[config.mk]
export PLATFORM = sky130hd
export DESIGN_NAME = discovery_entity_table
export DESIGN_NICKNAME = d
export VERILOG_FILES = /design/src/rtl/det_pkg.sv /design/src/rtl/discovery_entity_table.sv
export SDC_FILE = /design/constraint.sdc
export NUM_CORES = 2
export LEC_CHECK = 0
export BUFFER_PORTS_ARGS = -buffer_cell sky130_fd_sc_hd__buf_2
export CELL_PAD_IN_SITES_DETAIL_PLACEMENT = 1
export CELL_PAD_IN_SITES_GLOBAL_PLACEMENT = 2
export CORE_ASPECT_RATIO = 1.4
export CORE_MARGIN = 4
export CORE_UTILIZATION = 23
export CTS_BUF_LIST = sky130_fd_sc_hd__clkbuf_4 sky130_fd_sc_hd__clkbuf_8 sky130_fd_sc_hd__clkbuf_16
export CTS_CLUSTER_DIAMETER = 120
export DETAILED_ROUTE_END_ITERATION = 8
export PLACE_DENSITY_LB_ADDON = 0.1
export SYNTH_ARGS = -nofsm -noshare
export SYNTH_HDL_FRONTEND = slang
export SYNTH_SLANG_ARGS = --single-unit
[constraint.sdc]
create_clock -name clk -period 10.5 [get_ports clk]
set_input_delay 0.525 -clock clk [delete_from_list [all_inputs] [get_ports clk]]
set_output_delay 0.525 -clock clk [all_outputs]
set_load 0.005 [all_outputs]
[src/rtl/det_pkg.sv]
// -----------------------------------------------------------------------------
// Discovery entity table package
// Request and result types, event codes and register indexes.
// -----------------------------------------------------------------------------
`timescale 1ns / 1ps

package det_pkg;

	localparam int ID_W       = 64;
	localparam int SLOT_W     = 6;
	localparam int TIME_W     = 18;
	localparam int STEP_W     = 12;
	localparam int GRACE_W    = 16;
	localparam int CFG_IDX_W  = 4;
	localparam int CFG_DATA_W = 16;

	localparam logic [7:0] ADP_SUBTYPE = 8'hfa;

	localparam logic REQ_FRAME = 1'b0;
	localparam logic REQ_TICK  = 1'b1;

	localparam logic [3:0] MSG_AVAILABLE = 4'd0;
	localparam logic [3:0] MSG_DEPARTING = 4'd1;

	localparam logic [2:0] EV_UPDATED  = 3'd0;
	localparam logic [2:0] EV_ADDED    = 3'd1;
	localparam logic [2:0] EV_DEPARTED = 3'd2;
	localparam logic [2:0] EV_DROPPED  = 3'd3;
	localparam logic [2:0] EV_IGNORED  = 3'd4;
	localparam logic [2:0] EV_TIMEOUT  = 3'd5;
	localparam logic [2:0] EV_QUIET    = 3'd6;

	localparam logic [CFG_IDX_W-1:0] CFG_STEP  = CFG_IDX_W'(0);
	localparam logic [CFG_IDX_W-1:0] CFG_GRACE = CFG_IDX_W'(1);

	localparam logic [STEP_W-1:0]  STEP_RESET  = STEP_W'(2000);
	localparam logic [GRACE_W-1:0] GRACE_RESET = '0;

	typedef struct packed {
		logic             req_type;
		logic [7:0]       subtype;
		logic [3:0]       msg_kind;
		logic [ID_W-1:0]  entity_id;
		logic [4:0]       valid_time;
		logic [15:0]      elapsed_ms;
	} cmd_t;

	typedef struct packed {
		logic [2:0]        event_res;
		logic [SLOT_W-1:0] slot;
		logic [ID_W-1:0]   slot_id;
		logic              last;
	} result_t;

endpackage

[src/rtl/discovery_entity_table.sv]
// -----------------------------------------------------------------------------
// Discovery entity table
// Tracks discovered entities by id with a per-slot countdown; frames add or
// refresh slots, ticks count valid slots down and report expiries.
// -----------------------------------------------------------------------------
//  channel   | signals                          | handshake
//  ----------+----------------------------------+--------------------------------
//  request   | cmd                              | start & !busy
//  result    | result                           | result_valid, one cycle
//  config    | cfg_index, cfg_data              | cfg_valid & cfg_ready
//
// A tick or a handled frame scans the occupied slots through one read port of
// the id and countdown memories, one slot per cycle. A tick or a frame miss
// keeps busy high until every occupied slot has been read; a frame hit ends the
// scan at the matching slot. The final result shows in the first cycle with
// busy low. An ignored frame answers the cycle after start with busy staying
// low. Reset clears the valid bits and the fill count at once; there is no
// clearing pass. The result side cannot stall.
// -----------------------------------------------------------------------------
`timescale 1ns / 1ps

module discovery_entity_table import det_pkg::*; #(
	parameter int MAX_ENTRIES = 16
) (
	input  logic                  clk,
	input  logic                  arst_n,
	input  logic                  start,
	output logic                  busy,
	input  cmd_t                  cmd,
	input  logic                  cfg_valid,
	output logic                  cfg_ready,
	input  logic [CFG_IDX_W-1:0]  cfg_index,
	input  logic [CFG_DATA_W-1:0] cfg_data,
	output logic                  result_valid,
	output result_t               result
);

	localparam int IDX_W = (MAX_ENTRIES > 1) ? $clog2(MAX_ENTRIES) : 1;
	localparam int CNT_W = $clog2(MAX_ENTRIES + 1);
	localparam logic [CNT_W-1:0] FULL_CNT = CNT_W'(MAX_ENTRIES);

	typedef enum logic {ST_IDLE, ST_SCAN} state_t;

	state_t                  state_q;
	logic [STEP_W-1:0]       step_q;
	logic [GRACE_W-1:0]      grace_q;
	cmd_t                    cmd_q;
	logic [TIME_W-1:0]       reload_q;
	logic [CNT_W-1:0]        count_q;
	logic [CNT_W-1:0]        rd_idx_q;
	logic [MAX_ENTRIES-1:0]  valid_q;
	logic                    vld_s1;
	logic [IDX_W-1:0]        idx_s1;
	logic                    pend_vld_q;
	logic [IDX_W-1:0]        pend_idx_q;
	logic [ID_W-1:0]         pend_id_q;

	logic [ID_W-1:0]         id_mem [MAX_ENTRIES];
	logic [TIME_W-1:0]       time_mem [MAX_ENTRIES];
	logic [ID_W-1:0]         id_rd_s1;
	logic [TIME_W-1:0]       time_rd_s1;

	logic                    rd_more;
	logic                    scan_end;
	logic                    is_tick;
	logic                    entry_live;
	logic                    expire;
	logic                    frame_hit;
	logic                    frame_miss;
	logic                    table_full;
	logic                    new_valid;
	logic                    departing;
	logic [IDX_W-1:0]        new_idx;
	logic                    id_we;
	logic                    time_we;
	logic [IDX_W-1:0]        time_waddr;
	logic [TIME_W-1:0]       time_wdata;
	logic                    foreign;

	function automatic result_t make_result(logic [2:0] ev, logic [IDX_W-1:0] idx,
			logic [ID_W-1:0] id, logic fin);
		result_t r;
		r.event_res = ev;
		r.slot      = SLOT_W'(idx);
		r.slot_id   = id;
		r.last      = fin;
		return r;
	endfunction

	assign cfg_ready = 1'b1;

	always_comb begin
		foreign    = (cmd.subtype != ADP_SUBTYPE) || (cmd.msg_kind > MSG_DEPARTING);
		rd_more    = rd_idx_q < count_q;
		scan_end   = !rd_more && !vld_s1;
		is_tick    = cmd_q.req_type == REQ_TICK;
		entry_live = vld_s1 && valid_q[idx_s1];
		expire     = is_tick && entry_live && (time_rd_s1 <= TIME_W'(cmd_q.elapsed_ms));
		frame_hit  = !is_tick && vld_s1 && (id_rd_s1 == cmd_q.entity_id);
		frame_miss = !is_tick && scan_end;
		table_full = count_q == FULL_CNT;
		departing  = cmd_q.msg_kind == MSG_DEPARTING;
		new_valid  = cmd_q.msg_kind == MSG_AVAILABLE;
		new_idx    = count_q[IDX_W-1:0];

		id_we   = (state_q == ST_SCAN) && frame_miss && !table_full;
		time_we = (state_q == ST_SCAN) && (frame_hit || (frame_miss && !table_full)
			|| (is_tick && entry_live && !expire));
		time_waddr = (frame_miss) ? new_idx : idx_s1;
		time_wdata = is_tick ? (time_rd_s1 - TIME_W'(cmd_q.elapsed_ms)) : reload_q;
	end

	always_ff @(posedge clk) begin
		if (id_we) begin
			id_mem[new_idx] <= cmd_q.entity_id;
		end
		if (time_we) begin
			time_mem[time_waddr] <= time_wdata;
		end
		id_rd_s1   <= id_mem[rd_idx_q[IDX_W-1:0]];
		time_rd_s1 <= time_mem[rd_idx_q[IDX_W-1:0]];
	end

	always_ff @(posedge clk or negedge arst_n) begin
		if (!arst_n) begin
			step_q  <= STEP_RESET;
			grace_q <= GRACE_RESET;
		end else if (cfg_valid && cfg_ready) begin
			case (cfg_index)
				CFG_STEP:  step_q  <= cfg_data[STEP_W-1:0];
				CFG_GRACE: grace_q <= cfg_data[GRACE_W-1:0];
				default: ;
			endcase
		end
	end

	always_ff @(posedge clk or negedge arst_n) begin
		if (!arst_n) begin
			state_q      <= ST_IDLE;
			busy         <= 1'b0;
			result_valid <= 1'b0;
			result       <= '0;
			cmd_q        <= '0;
			reload_q     <= '0;
			count_q      <= '0;
			rd_idx_q     <= '0;
			valid_q      <= '0;
			vld_s1       <= 1'b0;
			idx_s1       <= '0;
			pend_vld_q   <= 1'b0;
			pend_idx_q   <= '0;
			pend_id_q    <= '0;
		end else begin
			case (state_q)
				ST_IDLE: begin
					result_valid <= start && cmd.req_type == REQ_FRAME && foreign;
					if (start) begin
						cmd_q      <= cmd;
						reload_q   <= TIME_W'(TIME_W'(cmd.valid_time) * TIME_W'(step_q)
							+ TIME_W'(grace_q));
						rd_idx_q   <= '0;
						vld_s1     <= 1'b0;
						pend_vld_q <= 1'b0;
						if (cmd.req_type == REQ_FRAME && foreign) begin
							result <= make_result(EV_IGNORED, '0, '0, 1'b1);
						end else begin
							state_q <= ST_SCAN;
							busy    <= 1'b1;
						end
					end
				end
				ST_SCAN: begin
					vld_s1       <= rd_more && !frame_hit;
					result_valid <= scan_end || frame_hit || (expire && pend_vld_q);
					if (rd_more && !frame_hit) begin
						idx_s1   <= rd_idx_q[IDX_W-1:0];
						rd_idx_q <= rd_idx_q + CNT_W'(1);
					end
					if (is_tick) begin
						if (expire) begin
							valid_q[idx_s1] <= 1'b0;
							pend_vld_q      <= 1'b1;
							pend_idx_q      <= idx_s1;
							pend_id_q       <= id_rd_s1;
							if (pend_vld_q) begin
								result <= make_result(EV_TIMEOUT, pend_idx_q, pend_id_q, 1'b0);
							end
						end
						if (scan_end) begin
							state_q <= ST_IDLE;
							busy    <= 1'b0;
							if (pend_vld_q) begin
								result <= make_result(EV_TIMEOUT, pend_idx_q, pend_id_q, 1'b1);
							end else begin
								result <= make_result(EV_QUIET, '0, '0, 1'b1);
							end
						end
					end else if (frame_hit) begin
						valid_q[idx_s1] <= new_valid;
						state_q         <= ST_IDLE;
						busy            <= 1'b0;
						result <= make_result(departing ? EV_DEPARTED : EV_UPDATED, idx_s1,
							cmd_q.entity_id, 1'b1);
					end else if (frame_miss) begin
						state_q <= ST_IDLE;
						busy    <= 1'b0;
						if (table_full) begin
							result <= make_result(EV_DROPPED, '0, '0, 1'b1);
						end else begin
							valid_q[new_idx] <= new_valid;
							count_q          <= count_q + CNT_W'(1);
							result <= make_result(departing ? EV_DEPARTED : EV_ADDED, new_idx,
								cmd_q.entity_id, 1'b1);
						end
					end
				end
				default: begin
					state_q      <= ST_IDLE;
					busy         <= 1'b0;
					result_valid <= 1'b0;
				end
			endcase
		end
	end

endmodule

==> run metrics <==
EDFF count, synth ~1.3k; fin area a little over 0.08 mm²; layout net count around 4.4k; initial core utilization 0.231; Vias roughly 36k; post-DP HPWL about 140 mm; share of flip-flops with an asynchronous set or reset 0.180; critical path fanouts, max 19; post-route insts no fill ~8.3k; Tot Pwr approximately 24 mW; Tcrit/Tclk final 0.499; initial antenna violation count 21; number of port buffers 195; wire per inst around 28 µm; post-cts sizing count 0; Die H about 650 µm; Row Count 235; via-per-instance ratio roughly 4.4; antenna viol nets, final 0; share of cells above drive strength 1 0.270; most frequent cells after synthesis edfxtp_1, nand2_1, mux4_2; setup repair after global routing missed its margin no; syn_area_per_cell ~18 µm²; LEAKAGE ~28 nW; Pins Over Slew Limit 0; Tightest Pin Transition ~1.2 ns; Fmax 191 MHz; Ports between 150 and 200; DR DRC count 0; synthesis-to-finish area growth 20.6%; Worst Setup Path Type reg -> reg; sequential area share after synthesis 0.721; TritonCTS Buffers 199; Worst Skew just over 0.09 ns; first-pass iteration count of the detailed router 5; Mapped Cells between 3k and 4k; core area 0.293 mm²; first-pass GRT wire length between 300 and 400 mm; Worst Hold Launch cmd[71]; critical path capture point type flop; clk buf depth 4; gpl congestion 0.715; Worst Hold Depth 3; worst r2r src cmd_q[25]$_DFFE_PN0P_; clock-pin slew on the worst setup and hold paths around 0.060 ns; largest net degree at the start of global routing between 100 and 150; min Tclk post-route around 5.2 ns; final hold vios 0; Crit path required time 10.98 ns; Arrival @ worst endpoint approximately 5.7 ns; worst r2r path cells 9; CTS tree done; cell taking the most area after synthesis edfxtp_1; synthesized cell area between 0.06 and 0.07 mm²; VDD IR max around 0.13 mV; max cap viols 0; final-layout fill cell count just over 30k; Yosys reg bits around 1.7k; Slew HR 0.163; Power Density a little under 300 mW/mm²; post-synth top area share 0.583; most frequent cell after synthesis edfxtp_1; crit path launch type flop; placed insts ~7.8k; number of global-route vias before repair between 40k and 50k; die width 466 µm; Worst-Skew Late Latency 0.88 ns; initial DRC count approximately 2.1k; r2r endpoint time_mem[4][15]$_DFFE_PP_; htree depth 4; Clock Sink Count 1700; area post-placement about 0.074 mm²; clock root cell clkbuf_16; main flop type after synthesis edfxtp_1; Min-Delay Endpoint cmd_q[71]$_DFFE_PN0P_; total gr overflow 0; Hold Path Class in -> reg; DRT Wirelength around 230 mm; TNS Setup 0 ns; Netlist cell types 72; top post-synthesis cells by area edfxtp_1, mux4_2, dfrtp_1; status complete, no violations; synthesis warning total 0; Total Routing Usage GR 0.154; Register-to-Register Setup Slack 5.26 ns; final setup fails 0; Die ar. 0.302 mm²
## state kept, by name (all words and copies together) (netlist names), 4 cells and up
name	flops
id_mem	1024
grace_q	16
count_q	5
cmd_q	84
result	72
time_mem	288
rd_idx_q	5
id_rd_s1	64
time_rd_s1	18
pend_idx_q	4
valid_q	16
reload_q	18
idx_s1	4
step_q	12
pend_id_q	64
## what timing repair did
action	CTS	global route
hold buffers	90	0
setup buffers	0	0
endpoints found under the hold margin	152	0
## placed cells by master (no fill, tap or decap), types with 27 or more instances in the layout
master         count
o21ai_1           63
o21ai_0           71
clkbuf_16        202
nor3_1            27
mux4_2           412
inv_1             75
edfxtp_1        1312
a21oi_1           27
dfrtp_1          296
dfxtp_1           82
xnor2_1           76
mux2_2            44
clkbuf_4          65
ha_1              50
nand2_1          578
buf_2            194
nor2_1            55
buf_4            111
and2_1            54
o22ai_1           64
dlygate4sd3_1     90
fa_1              46
## stage by stage
stage	utilization	hold slack, ns	setup WS (ns)
6_report	0.278	0.0366	5.26
5_1_grt	0.278	0.0341	4.87
4_1_cts	0.278	0.00463	4.69
3_5_place_dp	0.252	0.441	4.79
3_3_place_gp	0.252	0.437	4.86
2_1_floorplan	-	0.229	5.22
## layer usage
layer / part of all wire / vias to the layer above / wire length, µm / track usage
li1: - / 15400 / - / -
met1: 0.42 / 19600 / 99200 / 0.194
met2: 0.52 / 636 / 122000 / 0.276
met3: 0.033 / 276 / 7820 / 0.0219
met4: 0.023 / 6 / 5380 / 0.0365
met5: 0.00011 / - / 26 / 0
## power by group
group	total (mW)	internal [mW]	switching [mW]
Combinational	6.55	2.44	4.11
Clock	7.18	4.33	2.85
Sequential	9.84	8.83	1.00
## kinds of logic after synthesis
kind of cell,Yosys count,synth area share
simple gates,832,0.0517
buf+inv,265,0.0151
mux,466,0.146
other cells,2,0.000111
compound gates,325,0.0306
flops,1700,0.721
xor+xnor,93,0.0121
fa+ha+maj,96,0.0229
## worst max-delay path, cell delays in order (launching register included)
cell and delay, ns:
dfrtp_1 0.61, xnor2_1 0.69, nand4_1 0.33, nor4_1 0.71, nand3_1 0.55, or2_1 0.59
a31oi_1 0.37, o21ai_0 0.38, nor2_2 0.35, buf_4 0.30
## cell type report
class | count | area, µm² | share of cell area
diodes | 5 | 12.5 | 0.000154
clock buffers | 293 | 5900 | 0.0724
clock inverters | 70 | 857 | 0.0105
inverters | 76 | 288 | 0.00353
multi-input cells | 1815 | 18000 | 0.221
flip-flops and latches | 1700 | 48700 | 0.598
well taps | 3910 | 4890 | 0.0601
repair buffers | 398 | 2760 | 0.0339
## how the worst max path moves through the flow
| stage | start | end | slack (ns) | cells past startpoint |
|---|---|---|---|---|
| 6_report | cmd_q[25]$_DFFE_PN0P_ | time_mem[4][15]$_DFFE_PP_ | 5.26 | 9 |
| 5_1_grt | cmd_q[25]$_DFFE_PN0P_ | time_mem[14][9]$_DFFE_PP_ | 4.87 | 9 |
| 4_1_cts | cmd_q[60]$_DFFE_PN0P_ | time_mem[14][9]$_DFFE_PP_ | 4.69 | 9 |
| 3_5_place_dp | cmd_q[60]$_DFFE_PN0P_ | time_mem[14][4]$_DFFE_PP_ | 4.79 | 9 |
| 3_3_place_gp | cmd_q[60]$_DFFE_PN0P_ | time_mem[14][3]$_DFFE_PP_ | 4.86 | 9 |
| 2_1_floorplan | count_q[2]$_DFFE_PN0P_ | id_mem[12][0]$_DFFE_PP_ | 5.22 | 10 |
No activity file was read; power rests on OpenSTA's default activity.
